<file path="src/hw/rtl/i2cmts_pkg.sv">
// ----------------------------------------------------------------------------
// i2cmts_pkg
// types, codes and widths shared by the i2c master transfer sequencer
// ----------------------------------------------------------------------------
package i2cmts_pkg;

	localparam int BUF_DEPTH_DEF = 256;
	localparam int KIND_W        = 2;
	localparam int IN_DATA_W     = 56;
	localparam int OUT_DATA_W    = 40;
	localparam int RES_W         = 35;

	typedef enum logic [1:0] {
		KIND_LOAD  = 2'd0,
		KIND_START = 2'd1,
		KIND_EVENT = 2'd2,
		KIND_POLL  = 2'd3
	} kind_t;

	typedef enum logic [2:0] {
		ERR_NONE    = 3'd0,
		ERR_BUSY    = 3'd1,
		ERR_BUS     = 3'd2,
		ERR_ARB     = 3'd3,
		ERR_NOSLAVE = 3'd4,
		ERR_UNEXP   = 3'd5,
		ERR_UNSUP   = 3'd6
	} err_t;

	typedef enum logic [1:0] {
		ACK_KEEP  = 2'd0,
		ACK_SET   = 2'd1,
		ACK_CLEAR = 2'd2
	} ack_t;

	localparam logic [2:0] TT_READ       = 3'd0;
	localparam logic [2:0] TT_WRITE      = 3'd1;
	localparam logic [2:0] TT_READ_ABORT = 3'd2;
	localparam logic [2:0] TT_WRITE_NS   = 3'd3;

	localparam logic [7:0] SC_BUS_ERR  = 8'h00;
	localparam logic [7:0] SC_START    = 8'h08;
	localparam logic [7:0] SC_RSTART   = 8'h10;
	localparam logic [7:0] SC_AW_ACK   = 8'h18;
	localparam logic [7:0] SC_AW_NAK   = 8'h20;
	localparam logic [7:0] SC_DW_ACK   = 8'h28;
	localparam logic [7:0] SC_DW_NAK   = 8'h30;
	localparam logic [7:0] SC_ARB_LOST = 8'h38;
	localparam logic [7:0] SC_AR_ACK   = 8'h40;
	localparam logic [7:0] SC_AR_NAK   = 8'h48;
	localparam logic [7:0] SC_DR_ACK   = 8'h50;
	localparam logic [7:0] SC_DR_NAK   = 8'h58;

	localparam logic [7:0] ADDR_DIR_MASK = 8'hfe;

	typedef struct packed {
		logic [7:0] rx_data;
		logic [7:0] bus_status;
		logic [8:0] length;
		logic [7:0] address;
		logic [2:0] transfer_type;
		logic [7:0] buf_byte;
		logic [7:0] buf_index;
	} item_t;

	typedef struct packed {
		logic       busy_res;
		err_t       status;
		logic [7:0] rx_byte;
		logic [7:0] rx_index;
		logic       rx_valid;
		logic [7:0] tx_byte;
		logic       tx_valid;
		ack_t       ack_control;
		logic       set_stop;
		logic       clear_start;
		logic       set_start;
	} res_t;

endpackage

</file>
<file path="src/hw/rtl/i2cmts_txbuf.sv">
// ----------------------------------------------------------------------------
// i2cmts_txbuf
// transmit byte store, one write port and one registered read port
// with write-to-read forwarding
// ----------------------------------------------------------------------------
module i2cmts_txbuf #(
	parameter int DEPTH = 256,
	parameter int AW    = 8
) (
	input  logic          clk,
	input  logic          wr_en,
	input  logic [AW-1:0] wr_addr,
	input  logic [7:0]    wr_data,
	input  logic [AW-1:0] rd_addr,
	output logic [7:0]    rd_data
);

	logic [7:0] mem [DEPTH];
	logic [7:0] rd_q;

	always_ff @(posedge clk) begin
		if (wr_en) begin
			mem[wr_addr] <= wr_data;
		end
		if (wr_en && (wr_addr == rd_addr)) begin
			rd_q <= wr_data;
		end else begin
			rd_q <= mem[rd_addr];
		end
	end

	assign rd_data = rd_q;

endmodule

</file>
<file path="src/hw/rtl/i2c_master_transfer_sequencer_unit.sv">
// ----------------------------------------------------------------------------
// i2c_master_transfer_sequencer_unit
// Status-code driven i2c master sequencer. Takes buffer loads, transfer
// starts, bus status events and polls, and returns one result per item with
// start, stop and acknowledge requests, the byte to send, the accepted
// received byte with its position, and a status. One item is accepted every
// clock cycle; its result passes through the input register, decode and the
// result register, and a result held by a stalled receiver holds off the
// input. The transmit buffer is a single-port-write memory whose read port is
// prefetched at the next byte position, so a data byte is ready when its
// acknowledge event is decoded. Errors are held until a poll or a start
// reports them. No clearing pass after reset: buffer entries are valid once
// loaded.
// ----------------------------------------------------------------------------
module i2c_master_transfer_sequencer_unit #(
	parameter int BUF_DEPTH = i2cmts_pkg::BUF_DEPTH_DEF
) (
	input  logic                                clk,
	input  logic                                arst_n,
	input  logic                                s_tvalid,
	output logic                                s_tready,
	// buf_index, buf_byte, transfer_type, address, length, bus_status, rx_data
	input  logic [i2cmts_pkg::IN_DATA_W-1:0]    s_tdata,
	// kind
	input  logic [i2cmts_pkg::KIND_W-1:0]       s_tuser,
	output logic                                m_tvalid,
	input  logic                                m_tready,
	// set_start, clear_start, set_stop, ack_control, tx_valid, tx_byte,
	// rx_valid, rx_index, rx_byte, status, busy_res
	output logic [i2cmts_pkg::OUT_DATA_W-1:0]   m_tdata
);

	import i2cmts_pkg::*;

	localparam int AW = (BUF_DEPTH > 1) ? $clog2(BUF_DEPTH) : 1;
	localparam logic [AW-1:0] LAST_IDX = AW'(BUF_DEPTH - 1);

	function automatic logic [AW-1:0] wrap_idx(input logic [7:0] v);
		int r;
		r = int'(v);
		for (int k = 7; k >= 0; k--) begin
			if (r >= (BUF_DEPTH << k)) begin
				r = r - (BUF_DEPTH << k);
			end
		end
		return r[AW-1:0];
	endfunction

	logic          valid_s1;
	kind_t         kind_s1;
	item_t         item_s1;
	logic          fire;

	logic          out_valid_q;
	res_t          res_q;

	logic          busy_q, busy_d;
	err_t          pend_q, pend_d;
	logic          rmode_q, rmode_d;
	logic          aoz_q, aoz_d;
	logic [7:0]    taddr_q, taddr_d;
	logic [8:0]    tlen_q, tlen_d;
	logic [8:0]    bpos_q, bpos_d;
	logic [AW-1:0] ptr_q, ptr_d, rd_addr;
	logic          pos_zero, pos_inc;
	logic [8:0]    bpos_inc;
	logic          rx_take;
	logic          wr_en;
	logic [7:0]    rd_data;
	res_t          res;

	assign fire     = valid_s1 && (!out_valid_q || m_tready);
	assign s_tready = !valid_s1 || fire;
	assign bpos_inc = bpos_q + 9'd1;
	assign wr_en    = fire && (kind_s1 == KIND_LOAD);

	always_ff @(posedge clk or negedge arst_n) begin
		if (!arst_n) begin
			valid_s1 <= 1'b0;
		end else if (s_tready) begin
			valid_s1 <= s_tvalid;
		end
	end

	always_ff @(posedge clk) begin
		if (s_tready && s_tvalid) begin
			kind_s1 <= kind_t'(s_tuser);
			item_s1 <= item_t'(s_tdata[$bits(item_t)-1:0]);
		end
	end

	always_comb begin
		res      = '0;
		busy_d   = busy_q;
		pend_d   = pend_q;
		rmode_d  = rmode_q;
		aoz_d    = aoz_q;
		taddr_d  = taddr_q;
		tlen_d   = tlen_q;
		bpos_d   = bpos_q;
		pos_zero = 1'b0;
		pos_inc  = 1'b0;
		rx_take  = 1'b0;
		case (kind_s1)
			KIND_LOAD: begin
			end
			KIND_START: begin
				if (busy_q) begin
					res.status = ERR_BUSY;
				end else if (pend_q != ERR_NONE) begin
					res.status = pend_q;
					pend_d     = ERR_NONE;
				end else begin
					tlen_d   = item_s1.length;
					bpos_d   = 9'd0;
					pos_zero = 1'b1;
					aoz_d    = 1'b0;
					case (item_s1.transfer_type)
						TT_READ, TT_READ_ABORT: begin
							taddr_d = item_s1.address | 8'h01;
							rmode_d = 1'b1;
							aoz_d   = (item_s1.transfer_type == TT_READ_ABORT);
						end
						TT_WRITE, TT_WRITE_NS: begin
							taddr_d = item_s1.address & ADDR_DIR_MASK;
							rmode_d = 1'b0;
						end
						default: begin
							res.status = ERR_UNSUP;
						end
					endcase
					if (res.status == ERR_NONE) begin
						busy_d          = 1'b1;
						res.ack_control = ACK_CLEAR;
						res.set_start   = 1'b1;
					end
				end
			end
			KIND_EVENT: begin
				case (item_s1.bus_status)
					SC_BUS_ERR: begin
						pend_d = ERR_BUS; busy_d = 1'b0; res.status = ERR_BUS;
						res.clear_start = 1'b1; res.set_stop = 1'b1;
					end
					SC_START, SC_RSTART: begin
						res.clear_start = 1'b1;
						res.tx_valid    = 1'b1;
						res.tx_byte     = taddr_q;
						bpos_d          = 9'd0;
						pos_zero        = 1'b1;
					end
					SC_ARB_LOST: begin
						pend_d = ERR_ARB; busy_d = 1'b0; res.status = ERR_ARB;
						res.clear_start = 1'b1; res.set_stop = 1'b1;
					end
					SC_AW_ACK, SC_DW_ACK: begin
						if (bpos_q >= tlen_q) begin
							res.set_stop = 1'b1;
							busy_d       = 1'b0;
						end else begin
							res.tx_valid = 1'b1;
							if (!rmode_q) begin
								res.tx_byte = rd_data;
								bpos_d      = bpos_inc;
								pos_inc     = 1'b1;
							end
						end
					end
					SC_AW_NAK, SC_DW_NAK: begin
						pend_d = ERR_NOSLAVE; busy_d = 1'b0; res.status = ERR_NOSLAVE;
						res.clear_start = 1'b1; res.set_stop = 1'b1;
					end
					SC_AR_ACK: begin
						res.ack_control = ACK_SET;
					end
					SC_DR_ACK, SC_DR_NAK: begin
						rx_take = rmode_q && (bpos_q < tlen_q);
						if (rx_take) begin
							res.rx_valid = 1'b1;
							res.rx_index = bpos_q[7:0];
							res.rx_byte  = item_s1.rx_data;
							bpos_d       = bpos_inc;
							pos_inc      = 1'b1;
						end
						if (item_s1.bus_status == SC_DR_NAK) begin
							res.set_stop = 1'b1;
							busy_d       = 1'b0;
						end else if ((bpos_d >= tlen_q) || (aoz_q && (bpos_d == 9'd1)
								&& (item_s1.rx_data == 8'h00))) begin
							res.ack_control = ACK_CLEAR;
						end else begin
							res.ack_control = ACK_SET;
						end
					end
					SC_AR_NAK: begin
						pend_d = ERR_NOSLAVE; busy_d = 1'b0; res.status = ERR_NOSLAVE;
						res.set_stop = 1'b1;
					end
					default: begin
						pend_d = ERR_UNEXP; busy_d = 1'b0; res.status = ERR_UNEXP;
						res.clear_start = 1'b1;
					end
				endcase
			end
			KIND_POLL: begin
				if (busy_q) begin
					res.status = ERR_BUSY;
				end else if (pend_q != ERR_NONE) begin
					res.status = pend_q;
					pend_d     = ERR_NONE;
				end
			end
			default: begin
			end
		endcase
		res.busy_res = busy_d;
	end

	// buffer pointer tracks byte position modulo the buffer depth
	always_comb begin
		ptr_d = ptr_q;
		if (pos_zero || (pos_inc && (bpos_q == 9'h1ff))) begin
			ptr_d = '0;
		end else if (pos_inc) begin
			ptr_d = (ptr_q == LAST_IDX) ? '0 : ptr_q + AW'(1);
		end
		rd_addr = fire ? ptr_d : ptr_q;
	end

	always_ff @(posedge clk or negedge arst_n) begin
		if (!arst_n) begin
			busy_q      <= 1'b0;
			pend_q      <= ERR_NONE;
			rmode_q     <= 1'b0;
			aoz_q       <= 1'b0;
			taddr_q     <= 8'h00;
			tlen_q      <= 9'd0;
			bpos_q      <= 9'd0;
			ptr_q       <= '0;
			out_valid_q <= 1'b0;
		end else begin
			if (fire) begin
				busy_q  <= busy_d;
				pend_q  <= pend_d;
				rmode_q <= rmode_d;
				aoz_q   <= aoz_d;
				taddr_q <= taddr_d;
				tlen_q  <= tlen_d;
				bpos_q  <= bpos_d;
				ptr_q   <= ptr_d;
			end
			if (fire) begin
				out_valid_q <= 1'b1;
			end else if (m_tready) begin
				out_valid_q <= 1'b0;
			end
		end
	end

	always_ff @(posedge clk) begin
		if (fire) begin
			res_q <= res;
		end
	end

	i2cmts_txbuf #(
		.DEPTH (BUF_DEPTH),
		.AW    (AW)
	) u_txbuf (
		.clk     (clk),
		.wr_en   (wr_en),
		.wr_addr (wrap_idx(item_s1.buf_index)),
		.wr_data (item_s1.buf_byte),
		.rd_addr (rd_addr),
		.rd_data (rd_data)
	);

	assign m_tvalid = out_valid_q;
	assign m_tdata  = {(OUT_DATA_W - RES_W)'(0), res_q};

endmodule

</file>
<file path="config.mk">
export PLATFORM = sky130hd
export DESIGN_NAME = i2c_master_transfer_sequencer_unit
export DESIGN_NICKNAME = d
export VERILOG_FILES = /design/src/hw/rtl/i2cmts_pkg.sv /design/src/hw/rtl/i2cmts_txbuf.sv /design/src/hw/rtl/i2c_master_transfer_sequencer_unit.sv
export SDC_FILE = /design/constraint.sdc
export NUM_CORES = 2
export LEC_CHECK = 0
export BUFFER_PORTS_ARGS = -buffer_cell sky130_fd_sc_hd__buf_2
export CAP_MARGIN = 10
export CORE_ASPECT_RATIO = 1.1
export CORE_MARGIN = 8
export CORE_UTILIZATION = 57
export DETAILED_ROUTE_END_ITERATION = 10
export HOLD_SLACK_MARGIN = 0.06
export PLACE_DENSITY = 0.72
export SYNTH_ARGS = -nofsm -noshare
export SYNTH_HDL_FRONTEND = slang
export SYNTH_HIERARCHICAL = 1
export SYNTH_SLANG_ARGS = --single-unit
</file>
<file path="constraint.sdc">
create_clock -name clk -period 3.7 [get_ports clk]
set_input_delay 0.555 -clock clk [delete_from_list [all_inputs] [get_ports clk]]
set_output_delay 0.555 -clock clk [all_outputs]
set_load 0.005 [all_outputs]
</file>
==> impl_metrics.toml <==
[critical_path]
end_kind = "flip-flop"
startpoint_type = "flip-flop"
critical_path_arrival_ns = 4.28
cp.required_ns = 4.37
cp_cell_sequence = "buf_4 -> nand2_1 -> buf_4 -> o221ai_1 -> a21oi_1 -> o32ai_1 -> nor3_1 -> buf_4 -> nor4_1 -> a22oi_1 -> nor2_1"
cp_slowest_stage_delay_ns = 0.66
cp_slowest_cell = "nor4_1"
r2r_cells = 11
r2r_end = "m_tdata[9]"
reg2reg_slack_ns = 0.09
crit_top_cell = "buf_4"
crit_type = "reg2reg"
crit_fanout = 22

[place]
place_congestion = 0.899
dp_cells = 6469
dpl-instance-area_um2 = 91000
preCtsSetupSlack_ns = -0.326
port_buffers = 93
dpl.hpwl_mm = 127

[clock_network]
clockBufferDepth = 3
ctsHtreeMaxLevel = 4
cts_tree = "done"
path_clk_slew_ns = 0.06
cts_inserted_buffers = 202
cts_root_buf = "clkbuf_16"
clock_insertion_delay_worst_skew_ns = 0.85
clock_sinks = 2185

[grt]
met1_usage = 0.348
antenna_found_initial = 5
grt_pass1_vias = 45000
grt_first_pass_wirelength_mm = 303
use_met2 = 0.412
grt_start_max_net_pins = 256
top_usage_layer = "met2"
grt-ovfl-total = 0
gr-usage-met3 = 0.0452
grt_usage = 0.253

[timing]
setup_ws_ns = 0.0942
finalSetupViolations = 0
worst_slew_margin_rel = 0.126
slew_viol_final = 0
worst_slew_pin_slew_ns = 1.31
fin_crit_ns = 3.61
final-hold-violation-count = 0
fmax_mhz = 277
timing.hold.ws_ns = 0.129
fin_crit_sh = 0.975
rsz0062_at_grt = "no"
setup_tns_ns = 0
clock-skew-final_ns = 0.0500

[drt]
ant_nets = 0
finalWirelength_mm = 207
drt-pass1-iter-count = 6
routedWlPerCell_um = 30.0
vias = 44600
drc = 0
drt_iter0_drc = 5268
viasPerCell = 6.46

[floorplan]
core-area_um2 = 150000
pin_count = 104
initial_core_util = 0.574
design.die.area_um2 = 163000
die_x_um = 386
die_height_um = 423
row_count = 149

[min_path]
hold_end = "m_tvalid"
hold_path_class = "in2reg"
hp-start = "m_tready"
min_path_cells = 3

[synth]
syn-instance-count = 4255
synth_enable_flop_cells = 2136
syn-mean-instance-area_um2 = 20.2
synth_top_cell_by_area = "edfxtp_1"
synth-async-reset-ratio = 0.0188
synth-seq-cells = 2185
syn_area_um2 = 85900
synth-seq-area-share = 0.761
ys.flop_type = "edfxtp_1"
synth_area_leaders = "edfxtp_1 75%, mux4_2 12%, mux2i_1 1.6%"
synth_warnings = 6
synth.distinct_cells = 93
yosysTopAreaCellShare = 0.747

[status]
status = "complete, no violations"

[power]
p_comb_frac = 0.048
power_switching_mw = 10.6
intPower_mw = 40.5
peakVddDrop_v = 0.000528
pwr-share-seq = 0.540
p_per_area_nw_per_um2 = 520
swShare = 0.208
p_leak_nw = 30.7
power_frac_clock = 0.412

[finish]
synthToLayoutAreaGrowth_pct = 14.5
fin_nets = 4853
instances_no_fill = 6897
final_area_um2 = 98300
drive_gt1_frac = 0.269
seq_area_um2 = 65300
n_fill_cell = 9536
multi_input_area_um2 = 19000

[flow_run]
maxCapViolations = 0
==> worst max path at each step <==
stage                     startpoint                 to  slack, ns  cells after the start
final                      flip-flop         m_tdata[9]       0.09                     11
after global routing       flip-flop         m_tdata[8]       0.01                     12
after CTS                  flip-flop        m_tdata[10]      0.003                     10
after detailed placement   flip-flop         m_tdata[7]      -0.33                     11
after global placement     flip-flop         m_tdata[7]      -0.34                     10
after floorplan           item_s1[8]  u_txbuf/mem[0][0]      -0.35                      0
==> synthesized netlist by cell type (all sizes together) (3+ instances only) <==
| cell type | number |
|---|---|
| buf | 131 |
| clkbuf | 128 |
| a311oi | 3 |
| nand3b | 4 |
| and3 | 12 |
| a211oi | 20 |
| dfrtp | 41 |
| nand3 | 48 |
| a31oi | 6 |
| nor4 | 37 |
| edfxtp | 2136 |
| nand2b | 19 |
| o21ai | 34 |
| o211ai | 16 |
| or3 | 6 |
| o221ai | 48 |
| nor2b | 37 |
| dfxtp | 8 |
| a21oi | 117 |
| mux4 | 456 |
| and2 | 21 |
| xnor2 | 8 |
| mux2 | 20 |
| a21o | 3 |
| a221oi | 18 |
| a2111oi | 7 |
| o311ai | 3 |
| o32ai | 6 |
| nand4 | 19 |
| nor2 | 323 |
| inv | 26 |
| o22a | 6 |
| mux2i | 136 |
| nor3 | 39 |
| or2 | 4 |
| o22ai | 32 |
| a22oi | 141 |
| a22o | 10 |
| nand2 | 61 |
| or4 | 3 |
| ha | 25 |
==> stage by stage <==
step	total power [mW]	util
finish	51.1	0.657
CTS	51.4	0.657
floorplan	29.8	-
global placement	30.5	0.608
detailed placement	30.5	0.608
global route	52.5	0.657
==> cells by family after synthesis <==
logic type	Yosys count	share of synthesized area
DFF	2185	0.761
and+or+nand+nor	644	0.0358
muxes	612	0.138
AOI/OAI and AO/OA	491	0.0410
buffers and inverters	287	0.0197
adders and majority gates	25	0.00364
xor gates and xnor gates	10	0.00102
other	1	0.0000437
==> cell type report <==
| type | count | share of cell area |
|---|---|---|
| flip-flops and latches | 2185 | 0.665 |
| multi-input cells | 1787 | 0.193 |
| clock buffers | 252 | 0.0549 |
| repair buffers | 562 | 0.0479 |
| well taps | 1963 | 0.0250 |
| clock inverters | 119 | 0.0136 |
| inverters | 28 | 0.00107 |
| diodes | 1 | 0.0000255 |
==> cell usage in the layout, fill, tap and decap left out, types with 34 or more instances in the layout <==
| master | n |
|---|---|
| nand3_1 | 46 |
| buf_12 | 46 |
| nor2_1 | 320 |
| buf_4 | 366 |
| nor3_1 | 38 |
| buf_2 | 93 |
| dfrtp_1 | 41 |
| mux4_2 | 454 |
| clkbuf_16 | 206 |
| o221ai_1 | 47 |
| clkbuf_1 | 39 |
| edfxtp_1 | 2136 |
| nor2b_1 | 34 |
| mux2i_1 | 136 |
| a22oi_1 | 141 |
| a21oi_1 | 115 |
| clkinv_1 | 42 |
| nand2_1 | 60 |
| dlygate4sd3_1 | 56 |
==> flip-flops by register name, summed over array words and instances, names as in the netlist, 2 cells and up, named ones only <==
register     count
u_txbuf/mem   2048
bpos_q           9
m_tdata         35
kind_s1          2
tlen_q           9
pend_q           3
ptr_q            8
taddr_q          8
item_s1         51
==> per-layer routing <==
layer	wire length, µm	part of all wire	vias to the layer above
li1	-	-	18700
met1	77800	0.38	23100
met2	102000	0.49	2408
met3	19600	0.095	428
met4	7480	0.036	2
met5	13	0.000063	-
==> critical path: cells and delay by family (launching register included) <==
kind,cells,cell delay (ns)
AO/OA/AOI/OAI,4,1.11
flip-flops,1,0.37
AND/OR/NAND/NOR,4,1.11
buffers and inverters,3,0.82
==> power groups by stage <==
| stage | clock network [mW] | registers, mW | logic (mW) |
|---|---|---|---|
| floorplan | 0 | 28.3 | 1.47 |
| global placement | 0 | 28.1 | 2.36 |
| detailed placement | 0 | 28.1 | 2.42 |
| CTS | 21.3 | 27.6 | 2.48 |
| global route | 22.2 | 27.6 | 2.65 |
| finish | 21.0 | 27.6 | 2.47 |
==> timing repair <==
item,4_1_cts,5_1_grt
resized for setup,8,3
buffers inserted,0,0
hold buffers,56,0
pin swaps,0,0
gates cloned,0,0
endpoints found under the setup margin,4,3
hold endpoints to repair,95,0
No activity file was read; power rests on OpenSTA's default activity.
